[src/hw/rtl/stereo_linear_interp_resampler_defines.svh]
// assertion macros for the resampler, clocked on clk with rst_n held low as reset
`ifndef STEREO_LINEAR_INTERP_RESAMPLER_DEFINES_SVH
`define STEREO_LINEAR_INTERP_RESAMPLER_DEFINES_SVH

`ifndef ASSERT_OFF
`define SLIR_ASSERT(lbl, prop, msg) \
    lbl: assert property (@(posedge clk) disable iff (!rst_n) prop) else $error(msg);
`define SLIR_ASSERT_NEVER(lbl, cond, msg) \
    lbl: assert property (@(posedge clk) disable iff (!rst_n) !(cond)) else $error(msg);
`else
`define SLIR_ASSERT(lbl, prop, msg)
`define SLIR_ASSERT_NEVER(lbl, cond, msg)
`endif

`endif

[src/hw/rtl/slir_pkg.sv]
package slir_pkg;

    localparam int FRAC_WIDTH = 14;
    localparam int SAMPLE_W   = 16;
    localparam int DIFF_W     = SAMPLE_W + 1;
    localparam int STEP_W     = 21;
    // phase stays below one plus the largest clamped step
    localparam int PHASE_W    = FRAC_WIDTH + 7;
    localparam int PROD_W     = DIFF_W + FRAC_WIDTH + 1;

    localparam logic [PHASE_W-1:0] PHASE_ONE = PHASE_W'(1) << FRAC_WIDTH;
    localparam int STEP_MIN = (1 << FRAC_WIDTH) >> 6;
    localparam int STEP_MAX = (1 << FRAC_WIDTH) << 6;

    localparam logic [STEP_W-1:0] STEP_RESET = 21'd16384;

    localparam logic CFG_IDX_PHASE_STEP = 1'b0;
    localparam logic CFG_IDX_INTERP     = 1'b1;

    typedef logic signed [SAMPLE_W-1:0] sample_t;
    typedef logic signed [DIFF_W-1:0]   diff_t;

    typedef enum logic [1:0] {
        OP_LOAD_OLDER,
        OP_PRIME,
        OP_DUP,
        OP_SHIFT
    } op_t;

    typedef struct packed {
        op_t     op;
        sample_t left;
        sample_t right;
    } cmd_t;

    typedef struct packed {
        sample_t left;
        sample_t right;
        logic    last;
    } result_t;

    typedef struct packed {
        logic [STEP_W-1:0] phase_step;
        logic              interp_enable;
    } cfg_t;

    typedef enum logic [1:0] {
        ST_IDLE = 2'b01,
        ST_EMIT = 2'b10
    } state_t;

    // base + floor(diff * frac / ONE)
    function automatic sample_t lerp(input sample_t base, input diff_t diff,
                                     input logic [FRAC_WIDTH-1:0] frac);
        logic signed [PROD_W-1:0] prod;
        logic signed [PROD_W-1:0] sum;
        prod = PROD_W'(diff) * PROD_W'($signed({1'b0, frac}));
        sum  = (prod >>> FRAC_WIDTH) + PROD_W'(base);
        return sum[SAMPLE_W-1:0];
    endfunction

endpackage

[src/hw/rtl/slir_front.sv]
module slir_front (
    input  logic              clk,
    input  logic              rst_n,
    input  logic              push,
    output logic              full,
    input  slir_pkg::sample_t src_left,
    input  slir_pkg::sample_t src_right,
    input  logic              end_of_source,
    output logic              cmd_valid,
    output slir_pkg::cmd_t    cmd,
    input  logic              cmd_pop
);

    logic [1:0]     prime_count_reg, prime_count_next;
    logic           stream_ended_reg, stream_ended_next;
    slir_pkg::cmd_t q_reg [2];
    logic           wr_ptr_reg, rd_ptr_reg;
    logic [1:0]     count_reg;
    logic           accept;
    logic           q_write;
    slir_pkg::op_t  op;
    logic           do_pop;

    assign full   = (count_reg == 2'd2);
    assign accept = push && !full;

    // classify each frame against the priming progress
    always_comb
    begin
        prime_count_next  = prime_count_reg;
        stream_ended_next = stream_ended_reg;
        q_write           = 1'b0;
        op                = slir_pkg::OP_SHIFT;
        if (accept && !stream_ended_reg)
        begin
            case (prime_count_reg)
                2'd0:
                begin
                    if (end_of_source)
                        stream_ended_next = 1'b1;
                    else
                    begin
                        op               = slir_pkg::OP_LOAD_OLDER;
                        q_write          = 1'b1;
                        prime_count_next = 2'd1;
                    end
                end
                2'd1:
                begin
                    q_write          = 1'b1;
                    prime_count_next = 2'd2;
                    if (end_of_source)
                    begin
                        op                = slir_pkg::OP_DUP;
                        stream_ended_next = 1'b1;
                    end
                    else
                        op = slir_pkg::OP_PRIME;
                end
                default:
                begin
                    if (end_of_source)
                        stream_ended_next = 1'b1;
                    else
                    begin
                        op      = slir_pkg::OP_SHIFT;
                        q_write = 1'b1;
                    end
                end
            endcase
        end
    end

    assign cmd_valid = (count_reg != 2'd0);
    assign cmd       = q_reg[rd_ptr_reg];
    assign do_pop    = cmd_pop && cmd_valid;

    always_ff @(posedge clk or negedge rst_n)
    begin
        if (!rst_n)
        begin
            prime_count_reg  <= 2'd0;
            stream_ended_reg <= 1'b0;
            wr_ptr_reg       <= 1'b0;
            rd_ptr_reg       <= 1'b0;
            count_reg        <= 2'd0;
        end
        else
        begin
            prime_count_reg  <= prime_count_next;
            stream_ended_reg <= stream_ended_next;
            if (q_write)
                wr_ptr_reg <= !wr_ptr_reg;
            if (do_pop)
                rd_ptr_reg <= !rd_ptr_reg;
            count_reg <= count_reg + 2'(q_write) - 2'(do_pop);
        end
    end

    always_ff @(posedge clk)
    begin
        if (q_write)
            q_reg[wr_ptr_reg] <= '{op: op, left: src_left, right: src_right};
    end

endmodule

[src/hw/rtl/slir_back.sv]
`include "stereo_linear_interp_resampler_defines.svh"

module slir_back (
    input  logic              clk,
    input  logic              rst_n,
    input  slir_pkg::cfg_t    cfg,
    input  logic              cmd_valid,
    input  slir_pkg::cmd_t    cmd,
    output logic              cmd_pop,
    input  logic              res_full,
    output logic              res_push,
    output slir_pkg::result_t res
);

    slir_pkg::state_t              state_reg, state_next;
    slir_pkg::sample_t             older_left_reg, older_left_next;
    slir_pkg::sample_t             older_right_reg, older_right_next;
    slir_pkg::sample_t             newer_left_reg, newer_left_next;
    slir_pkg::sample_t             newer_right_reg, newer_right_next;
    slir_pkg::diff_t               diff_left_reg, diff_left_next;
    slir_pkg::diff_t               diff_right_reg, diff_right_next;
    logic [slir_pkg::PHASE_W-1:0]  phase_reg, phase_next;
    logic [slir_pkg::PHASE_W-1:0]  step_eff;
    logic [slir_pkg::PHASE_W-1:0]  phase_sum;
    logic [31:0]                   step_wide;
    logic                          run_last;

    // clamp step to one sixty-fourth .. sixty-four frames
    always_comb
    begin
        step_wide = 32'(cfg.phase_step);
        if (step_wide < 32'(slir_pkg::STEP_MIN))
            step_eff = slir_pkg::PHASE_W'(slir_pkg::STEP_MIN);
        else if (step_wide > 32'(slir_pkg::STEP_MAX))
            step_eff = slir_pkg::PHASE_W'(slir_pkg::STEP_MAX);
        else
            step_eff = slir_pkg::PHASE_W'(cfg.phase_step);
    end

    assign phase_sum = phase_reg + step_eff;
    assign run_last  = (phase_sum >= slir_pkg::PHASE_ONE);

    always_comb
    begin
        res.last  = run_last;
        if (cfg.interp_enable)
        begin
            res.left  = slir_pkg::lerp(older_left_reg, diff_left_reg,
                                       phase_reg[slir_pkg::FRAC_WIDTH-1:0]);
            res.right = slir_pkg::lerp(older_right_reg, diff_right_reg,
                                       phase_reg[slir_pkg::FRAC_WIDTH-1:0]);
        end
        else
        begin
            res.left  = older_left_reg;
            res.right = older_right_reg;
        end
    end

    always_comb
    begin
        state_next       = state_reg;
        older_left_next  = older_left_reg;
        older_right_next = older_right_reg;
        newer_left_next  = newer_left_reg;
        newer_right_next = newer_right_reg;
        diff_left_next   = diff_left_reg;
        diff_right_next  = diff_right_reg;
        phase_next       = phase_reg;
        cmd_pop          = 1'b0;
        res_push         = 1'b0;
        case (state_reg)
            slir_pkg::ST_IDLE:
            begin
                if (cmd_valid)
                begin
                    cmd_pop = 1'b1;
                    case (cmd.op)
                        slir_pkg::OP_LOAD_OLDER:
                        begin
                            older_left_next  = cmd.left;
                            older_right_next = cmd.right;
                        end
                        slir_pkg::OP_PRIME:
                        begin
                            newer_left_next  = cmd.left;
                            newer_right_next = cmd.right;
                            diff_left_next   = slir_pkg::DIFF_W'(cmd.left)
                                             - slir_pkg::DIFF_W'(older_left_reg);
                            diff_right_next  = slir_pkg::DIFF_W'(cmd.right)
                                             - slir_pkg::DIFF_W'(older_right_reg);
                            phase_next       = '0;
                            state_next       = slir_pkg::ST_EMIT;
                        end
                        slir_pkg::OP_DUP:
                        begin
                            newer_left_next  = older_left_reg;
                            newer_right_next = older_right_reg;
                            diff_left_next   = '0;
                            diff_right_next  = '0;
                            phase_next       = '0;
                            state_next       = slir_pkg::ST_EMIT;
                        end
                        default:
                        begin
                            older_left_next  = newer_left_reg;
                            older_right_next = newer_right_reg;
                            newer_left_next  = cmd.left;
                            newer_right_next = cmd.right;
                            diff_left_next   = slir_pkg::DIFF_W'(cmd.left)
                                             - slir_pkg::DIFF_W'(newer_left_reg);
                            diff_right_next  = slir_pkg::DIFF_W'(cmd.right)
                                             - slir_pkg::DIFF_W'(newer_right_reg);
                            phase_next       = (phase_reg >= slir_pkg::PHASE_ONE)
                                             ? phase_reg - slir_pkg::PHASE_ONE : '0;
                            state_next       = slir_pkg::ST_EMIT;
                        end
                    endcase
                end
            end
            slir_pkg::ST_EMIT:
            begin
                if (phase_reg >= slir_pkg::PHASE_ONE)
                    state_next = slir_pkg::ST_IDLE;
                else if (!res_full)
                begin
                    res_push   = 1'b1;
                    phase_next = phase_sum;
                    if (run_last)
                        state_next = slir_pkg::ST_IDLE;
                end
            end
            default:
                state_next = slir_pkg::ST_IDLE;
        endcase
    end

    always_ff @(posedge clk or negedge rst_n)
    begin
        if (!rst_n)
        begin
            state_reg       <= slir_pkg::ST_IDLE;
            older_left_reg  <= '0;
            older_right_reg <= '0;
            newer_left_reg  <= '0;
            newer_right_reg <= '0;
            diff_left_reg   <= '0;
            diff_right_reg  <= '0;
            phase_reg       <= '0;
        end
        else
        begin
            state_reg       <= state_next;
            older_left_reg  <= older_left_next;
            older_right_reg <= older_right_next;
            newer_left_reg  <= newer_left_next;
            newer_right_reg <= newer_right_next;
            diff_left_reg   <= diff_left_next;
            diff_right_reg  <= diff_right_next;
            phase_reg       <= phase_next;
        end
    end

    `SLIR_ASSERT(a_push_phase_below_one, res_push |-> (phase_reg < slir_pkg::PHASE_ONE), "frame emitted with phase at or above one")
    `SLIR_ASSERT(a_last_ends_run, (res_push && res.last) |=> (state_reg == slir_pkg::ST_IDLE), "run did not end after last frame")
    `SLIR_ASSERT(a_run_continues, (res_push && !res.last) |=> (state_reg == slir_pkg::ST_EMIT && phase_reg < slir_pkg::PHASE_ONE), "run ended without a last frame")
    `SLIR_ASSERT_NEVER(a_no_pop_while_emitting, cmd_pop && state_reg == slir_pkg::ST_EMIT, "command taken in the middle of a run")

endmodule

[src/hw/rtl/slir_outq.sv]
module slir_outq (
    input  logic              clk,
    input  logic              rst_n,
    input  logic              res_push,
    input  slir_pkg::result_t res_in,
    output logic              res_full,
    output logic              empty,
    input  logic              pop,
    output slir_pkg::result_t res_out
);

    slir_pkg::result_t q_reg [2];
    logic              wr_ptr_reg, rd_ptr_reg;
    logic [1:0]        count_reg;
    logic              do_push, do_pop;

    assign res_full = (count_reg == 2'd2);
    assign empty    = (count_reg == 2'd0);
    assign do_push  = res_push && !res_full;
    assign do_pop   = pop && !empty;
    assign res_out  = q_reg[rd_ptr_reg];

    always_ff @(posedge clk or negedge rst_n)
    begin
        if (!rst_n)
        begin
            wr_ptr_reg <= 1'b0;
            rd_ptr_reg <= 1'b0;
            count_reg  <= 2'd0;
        end
        else
        begin
            if (do_push)
                wr_ptr_reg <= !wr_ptr_reg;
            if (do_pop)
                rd_ptr_reg <= !rd_ptr_reg;
            count_reg <= count_reg + 2'(do_push) - 2'(do_pop);
        end
    end

    always_ff @(posedge clk)
    begin
        if (do_push)
            q_reg[wr_ptr_reg] <= res_in;
    end

endmodule

[src/hw/rtl/stereo_linear_interp_resampler.sv]
// stereo linear-interpolation resampler: source frames go in through push/full and output
// frames come out through empty/pop, both sides behaving like a queue. phase_step (register 0,
// unsigned 7.14, source frames per output frame) sets the ratio and is clamped in use to
// 1/64 .. 64; interp_enable (register 1) picks linear interpolation or hold of the older
// sample. the first frame gives nothing, the second and each later one give zero or more
// output frames, and last_of_run marks the final frame caused by a source frame. an end
// marker stops all output until reset (with just one frame seen, that frame is emitted).
// flow: the front takes one transfer per cycle, while not full, into a two-entry command
// queue. the back sequencer takes a command while idle and then emits its output frames, or
// passes through a closing step when a frame gives no output; it takes no new command until
// it is idle again. the first frame only loads the older sample, an end marker after a single
// frame is handled like a source frame, and any other end marker never reaches the back. a
// two-entry result queue lets a waiting output frame sit while the back keeps working; once it
// is full the back holds for every cycle that it stays full.
module stereo_linear_interp_resampler (
    input  logic                          clk,
    input  logic                          rst_n,
    // configuration writes
    input  logic                          cfg_write,
    input  logic                          cfg_index,
    input  logic [slir_pkg::STEP_W-1:0]   cfg_data,
    // source side
    input  logic                          push,
    output logic                          full,
    input  slir_pkg::sample_t             src_left,
    input  slir_pkg::sample_t             src_right,
    input  logic                          end_of_source,
    // output side
    output logic                          empty,
    input  logic                          pop,
    output slir_pkg::sample_t             out_left,
    output slir_pkg::sample_t             out_right,
    output logic                          last_of_run
);

    // configuration registers, to be written only while the block is idle; the block does not enforce this
    slir_pkg::cfg_t    cfg_reg;

    // front to back command channel
    logic              cmd_valid;
    slir_pkg::cmd_t    cmd;
    logic              cmd_pop;

    // back to result queue
    logic              res_push;
    logic              res_full;
    slir_pkg::result_t res;
    slir_pkg::result_t res_out;

    always_ff @(posedge clk or negedge rst_n)
    begin
        if (!rst_n)
        begin
            cfg_reg.phase_step    <= slir_pkg::STEP_RESET;
            cfg_reg.interp_enable <= 1'b1;
        end
        else if (cfg_write)
        begin
            case (cfg_index)
                slir_pkg::CFG_IDX_PHASE_STEP: cfg_reg.phase_step    <= cfg_data;
                slir_pkg::CFG_IDX_INTERP:     cfg_reg.interp_enable <= cfg_data[0];
                default:                      cfg_reg <= cfg_reg;
            endcase
        end
    end

    // front: takes source transfers, tracks priming and end of stream
    slir_front u_front (
        .clk           (clk),
        .rst_n         (rst_n),
        .push          (push),
        .full          (full),
        .src_left      (src_left),
        .src_right     (src_right),
        .end_of_source (end_of_source),
        .cmd_valid     (cmd_valid),
        .cmd           (cmd),
        .cmd_pop       (cmd_pop)
    );

    // back: sample pair, phase accumulator and interpolation
    slir_back u_back (
        .clk       (clk),
        .rst_n     (rst_n),
        .cfg       (cfg_reg),
        .cmd_valid (cmd_valid),
        .cmd       (cmd),
        .cmd_pop   (cmd_pop),
        .res_full  (res_full),
        .res_push  (res_push),
        .res       (res)
    );

    // result queue toward the consumer
    slir_outq u_outq (
        .clk      (clk),
        .rst_n    (rst_n),
        .res_push (res_push),
        .res_in   (res),
        .res_full (res_full),
        .empty    (empty),
        .pop      (pop),
        .res_out  (res_out)
    );

    assign out_left    = res_out.left;
    assign out_right   = res_out.right;
    assign last_of_run = res_out.last;

endmodule

[config.mk]
export PLATFORM = sky130hd
export DESIGN_NAME = stereo_linear_interp_resampler
export DESIGN_NICKNAME = d
export VERILOG_FILES = /design/src/hw/rtl/slir_pkg.sv /design/src/hw/rtl/slir_front.sv /design/src/hw/rtl/slir_back.sv /design/src/hw/rtl/slir_outq.sv /design/src/hw/rtl/stereo_linear_interp_resampler.sv
export VERILOG_INCLUDE_DIRS = /design/src /design/src/hw/rtl
export SDC_FILE = /design/constraint.sdc
export NUM_CORES = 2
export LEC_CHECK = 0
export BUFFER_PORTS_ARGS = -buffer_cell sky130_fd_sc_hd__buf_2
export CAP_MARGIN = 20
export CORE_ASPECT_RATIO = 0.5
export CORE_MARGIN = 1.5
export CORE_UTILIZATION = 50
export DETAILED_ROUTE_END_ITERATION = 8
export GPL_ROUTABILITY_DRIVEN = 0
export PLACE_DENSITY = 0.66
export SLEW_MARGIN = 20
export SYNTH_ARGS = -nofsm -noshare
export SYNTH_HDL_FRONTEND = slang
export SYNTH_SLANG_ARGS = --single-unit
export TNS_END_PERCENT = 10
[constraint.sdc]
create_clock -name clk -period 10.3 [get_ports clk]
set_input_delay 2.575 -clock clk [delete_from_list [all_inputs] [get_ports clk]]
set_output_delay 2.575 -clock clk [all_outputs]
set_load 0.005 [all_outputs]
* Word level (Yosys, flattened, before mapping)
Memories as Yosys holds them, arrays and structs flattened.
Index checks and enable logic that the tools add are counted.
** Operators by class
- $add $sub $neg :: 12
- $mul :: 2
- Magnitude comparators :: 4
- Equal/unequal tests :: 14
- Multiplexer cells :: 39
- Bitwise gates (word level) :: 3
- Reductions and logical operators :: 28
** Operators by type and width (number)
- 16-bit one-hot mux with 2 select lines :: 4
- 21-bit two-way mux :: 6
- 17-bit one-hot mux with 3 select lines :: 2
- 21-bit one-hot mux with 2 select lines :: 2
- 16-bit by 16-bit subtractor with 17-bit output :: 4
- 17-bit by 15-bit multiplier with 30-bit output :: 2
- 21-bit by 15-bit greater-or-equal comparator with 1-bit output, second input constant :: 2
- 16-bit adder :: 2
- 32-bit two-way mux :: 1
- 21-bit adder :: 1
- 21-bit greater-than comparator, second input constant :: 1
- 21-bit by 9-bit < comparator with 1-bit output, second input constant :: 1
- 21-bit by 15-bit subtractor with 21-bit output, second input constant :: 1
- 2-bit two-way mux :: 9
- 1-bit two-way mux :: 12
- 2-bit one-hot mux with 2 select lines :: 3
- 2-bit inequality test, second input constant :: 5
- 3-bit AND reduction :: 3
- 2-bit equality test, second input constant :: 4
- 1-bit zero test :: 8
- 2-bit by 1-bit equality test with 1-bit output, second input constant :: 3
- 2-bit zero test :: 3
- 2-bit AND reduction :: 3
- 2-bit nonzero test :: 3
- 9 further kinds :: 17
** Word-level totals
- Bits in registers :: 154
- RAM bits :: 134
- Input port bits :: 60
- Output and inout bits :: 35
- Word-level logic and storage cells :: 122
- Memories :: 2
** Memories
- u_front.q_reg :: depth 2, width 34, read ports 1, clocked after memory_dff 0, write ports 1, line slir_front.sv:16 : slir_pkg::cmd_t q_reg [2];
- u_outq.q_reg :: depth 2, width 33, read ports 1, clocked after memory_dff 0, write ports 1, line slir_outq.sv:12 : slir_pkg::result_t q_reg [2];

* Depth between registers and ports, before layout
- Depth after elaboration :: 9
- Gate-level depth with buffers :: 35

* Cells and area by module
Synthesis repeated with hierarchy kept, for this count alone.
** Second synthesis, totals
- Cells, all modules :: 3187
- Area total of the unflattened synthesis :: 32562.5 um2
** By module, submodules not included
- slir_back :: times used 1, cells each 2880, area each 26073.8 um2, seq. area each 3029.2 um2
- slir_front :: times used 1, cells each 138, area each 2831.5 um2, seq. area each 2217.1 um2
- slir_outq :: times used 1, cells each 121, area each 2733.9 um2, seq. area each 2082.0 um2
- stereo_linear_interp_resampler :: times used 1, cells each 48, area each 923.4 um2, seq. area each 553.0 um2

* Worst setup path after synthesis
OpenSTA, ideal clock, no wires.
- Kind :: reg2reg
- Start :: register u_back.phase_reg[1] in the netlist's numbering
- End :: memory u_outq.q_reg[0][16] in the netlist's numbering (data pin)
- Setup time :: 0.264 ns
- Arrival time :: 7.806 ns
- Data required time :: 10.036 ns
- Slack :: 2.231 ns
- Stages on the path, launching flop included :: 34
- Path buffers :: 2
- Period minus slack after synthesis :: 8.069 ns
- Cell sequence :: dfrtp_1 > clkbuf_1 > clkbuf_1 > and2_1 > fa_1 > inv_1 > fa_1 > inv_1 > fa_1 > fa_1 > fa_1 > inv_1 > fa_1 > inv_1 > ha_1 > a2111oi_0 > o21ai_0 > a221oi_1 > nand2_1 > a21oi_1 > o21bai_1 > a21oi_1 > xnor2_1 > ha_1 > nand2_1 > o21ai_0 > a31oi_1 > o21bai_1 > a21oi_1 > o41a_1 > xnor2_1 > and3_1 > o21ai_0 > xnor2_1
** RTL lines
- start: declaration :: line slir_back.sv:22 : logic [slir_pkg::PHASE_W-1:0] phase_reg, phase_next;
- start signal: assignment :: line slir_back.sv:160 : phase_reg <= phase_next;
- end: declaration :: line slir_outq.sv:12

==> results by group <==
Status
  • Status: finished clean

STA
  • Slew HR: 0.3246
  • Setup violators final: 0
  • Worst slew pin tran: 1.011 ns
  • Final min period: 9.260 ns
  • RSZ-0062 raised after global routing: no
  • Setup TNS: 0 ns
  • Worst clock skew: 0.02454 ns
  • Slew Viols, Final: 0
  • Final period util: 0.8990
  • Achievable Freq: 108.0 MHz
  • Hold Fails Final Rpt: 0

Routing
  • Antenna Nets Post-Route: 0
  • Detailed-route wire length: 77980 µm
  • Vias per inst: 5.447
  • Vias: 22617
  • DR pass1 iterations: 6
  • Routed wire per std cell: 18.78 µm
  • Initial DRC count: 1682
  • Drt drc: 0

Synth
  • Ranking of synthesized cells by area: fa_1, edfxtp_1, dfrtp_1
  • Mapped Nets: 4011
  • Synthesized area: 0.03217 mm²
  • Post-synth EDFFs: 134
  • Yosys cell types: 65
  • Register area share after synthesis: 0.2450
  • Yosys warnings: 0
  • Synth Flop Type: dfrtp_1
  • Asr flop ratio synth: 0.5347
  • Top-count cell post-synth: inv_1
  • Cell taking the most area after synthesis: fa_1
  • Post-synth top area share: 0.2757
  • Top cells by count, synth: inv_1, fa_1, nand2_1
  • Avg Inst Size Synth: 9.832 µm²
  • Seq cells post-synth: 288
  • Cells after Synth: 3272

Clocking
  • Hold buffers post-CTS: 0
  • CTS resizes: 0
  • Clock root buffer: clkbuf_16
  • Skew-Pair Late Insertion Delay: 0.62 ns
  • Setup repair bufs after CTS: 0
  • H-tree level count: 1
  • Clock slew at reported path FFs: 0.07 ns
  • Bufs on Longest Clock Path: 3
  • CTS tree: done
  • CTS sink cnt: 288
  • Total CTS buffers: 31

Worst setup path
  • Crit Path Class: reg2reg
  • CP max FO: 21
  • CP Launch Type: register
  • Slowest cell delay on critical path: 0.69 ns
  • Worst Setup End Kind: register
  • Critical path data arrival time: 9.61 ns
  • CP max-delay cell: a2111oi_0
  • Data required, critical path: 10.65 ns

Floorplanning
  • I/O pin total: 95
  • Die H: 182.4 µm
  • Starting Density: 0.5078
  • # rows: 65
  • Die Span X: 361.7 µm
  • Die area: 0.06596 mm²
  • Total core area: 0.06335 mm²

Global route
  • Overall Global Routing Usage: 0.2446
  • Met1 global-route usage: 0.3630
  • Global-route wire length before repair: 127100 µm
  • Initial antenna violation count: 2
  • Gr ovfl total: 0
  • Layer with the highest usage: met2
  • Largest net degree at the start of global routing: 85
  • Vias in the first global route: 23393
  • Grt met3 use: 0.05357
  • Routing usage on met2: 0.3634

Power and ir drop
  • PD cells: 248.3 mW/mm²
  • Worst IR Drop VDD: 0.1653 mV
  • Leakage power: 16.82 nW

Placed design
  • Area post-placement: 0.03349 mm²
  • Dpl hpwl: 60290 µm
  • Port bufs: 94

Final layout
  • Area grow syn2layout: 7.347%
  • Max FFs per register: 68
  • Post-route cell area: 0.03453 mm²
  • Final net count: 4030
  • Antenna cells: 0
  • # fillers: 5581
  • Fraction of layout instances using a drive strength above 1: 0.08869

Run
  • Max Cap Violations: 0

Min path
  • Hold Path Class: reg2reg
==> final cells by class <==
cell class              instances  area, µm²  area share
inverters                     560       2102     0.06087
clock inverters                14      147.6    0.004275
well taps                     837       1047     0.03033
clock buffers                  43      860.8     0.02493
multi-input cells            2275      21680      0.6279
repair buffers                135      809.5     0.02344
flip-flops and latches        288       7883      0.2283
==> per-stage QoR <==
step	power [mW]	hold WS (ns)	instances	setup WS [ns]	util
after floorplan	5.723	0.4323	3272	2.231	-
after global placement	7.211	0.4397	4093	1.396	0.5283
after detailed placement	7.364	0.4457	4094	1.147	0.5287
after CTS	8.543	0.4598	4151	1.103	0.5446
after global routing	9.340	0.4661	4152	0.4101	0.5451
final	8.576	0.4582	4152	1.040	0.5451
==> layout by cell type (no fill, tap or decap), drive strengths merged, types with 5 or more instances in the layout <==
cell type,instances
buf,135
dfrtp,151
nor4,11
a21o,29
nor4b,5
o41ai,6
o21bai,13
o311ai,5
xor2,43
o21ai,158
a22o,28
nor3,33
or3,7
o21a,10
and2,315
edfxtp,134
nand2,346
a2111oi,5
nand4,12
mux2,80
nor2b,20
clkbuf,43
a211oi,6
a21oi,112
clkinv,7
fa,443
nand2b,16
ha,236
mux2i,65
a31oi,11
nand3,25
o31ai,12
nor2,86
or2,6
inv,561
xnor2,87
==> power by group <==
part	switching (mW)	internal, mW
clock	0.508	0.635
combinational	3.27	2.14
sequential	0.472	1.56
total	4.25	4.33
==> worst max-delay path, delay by kind of cell, from the launching register on <==
| family | cells | cell delay (ns) |
|---|---|---|
| AOI/OAI and AO/OA | 11 | 2.84 |
| xor gates and xnor gates | 3 | 0.57 |
| adders and majority gates | 8 | 3.49 |
| buffers and inverters | 7 | 0.61 |
| DFF | 1 | 0.65 |
| and+or+nand+nor | 5 | 0.80 |
==> layer usage <==
metal | routed length (µm) | share of wire
met5 | 153 | 0.0020
met4 | 1873 | 0.024
met3 | 6590 | 0.085
met2 | 33190 | 0.43
met1 | 36170 | 0.46
==> worst paths after layout <==
kind | from | to | slack, ns | cells after the start
max | u_back.phase_reg[3]$_DFFE_PN0P_ | u_outq.q_reg[1][32]$_DFFE_PP_ | 1.04 | 34
min | u_front.stream_ended_reg$_DFFE_PN0P_ | u_front.stream_ended_reg$_DFFE_PN0P_ | 0.46 | 1
max reg2reg | u_back.phase_reg[3]$_DFFE_PN0P_ | u_outq.q_reg[1][32]$_DFFE_PP_ | 1.04 | 34
min reg2reg | u_front.stream_ended_reg$_DFFE_PN0P_ | u_front.stream_ended_reg$_DFFE_PN0P_ | 0.46 | 1
max in group asynchronous | rst_n | u_back.diff_right_reg[4]$_DFFE_PN0P_ | 6.97 | 3
min in group asynchronous | rst_n | u_front.stream_ended_reg$_DFFE_PN0P_ | 2.02 | 1
==> cell families (layout without fill, tap and decap cells) <==
| logic type | count (synthesis) | in the layout | synth area share |
|---|---|---|---|
| flops | 288 | 288 | 0.2450 |
| fa+ha+maj | 679 | 679 | 0.3675 |
| mux | 145 | 145 | 0.04823 |
| xor+xnor | 130 | 130 | 0.03539 |
| compound gates | 424 | 424 | 0.08148 |
| buf+inv | 709 | 752 | 0.08273 |
| simple gates | 897 | 897 | 0.1397 |
Note: power is estimated with default switching activity, not from simulation.
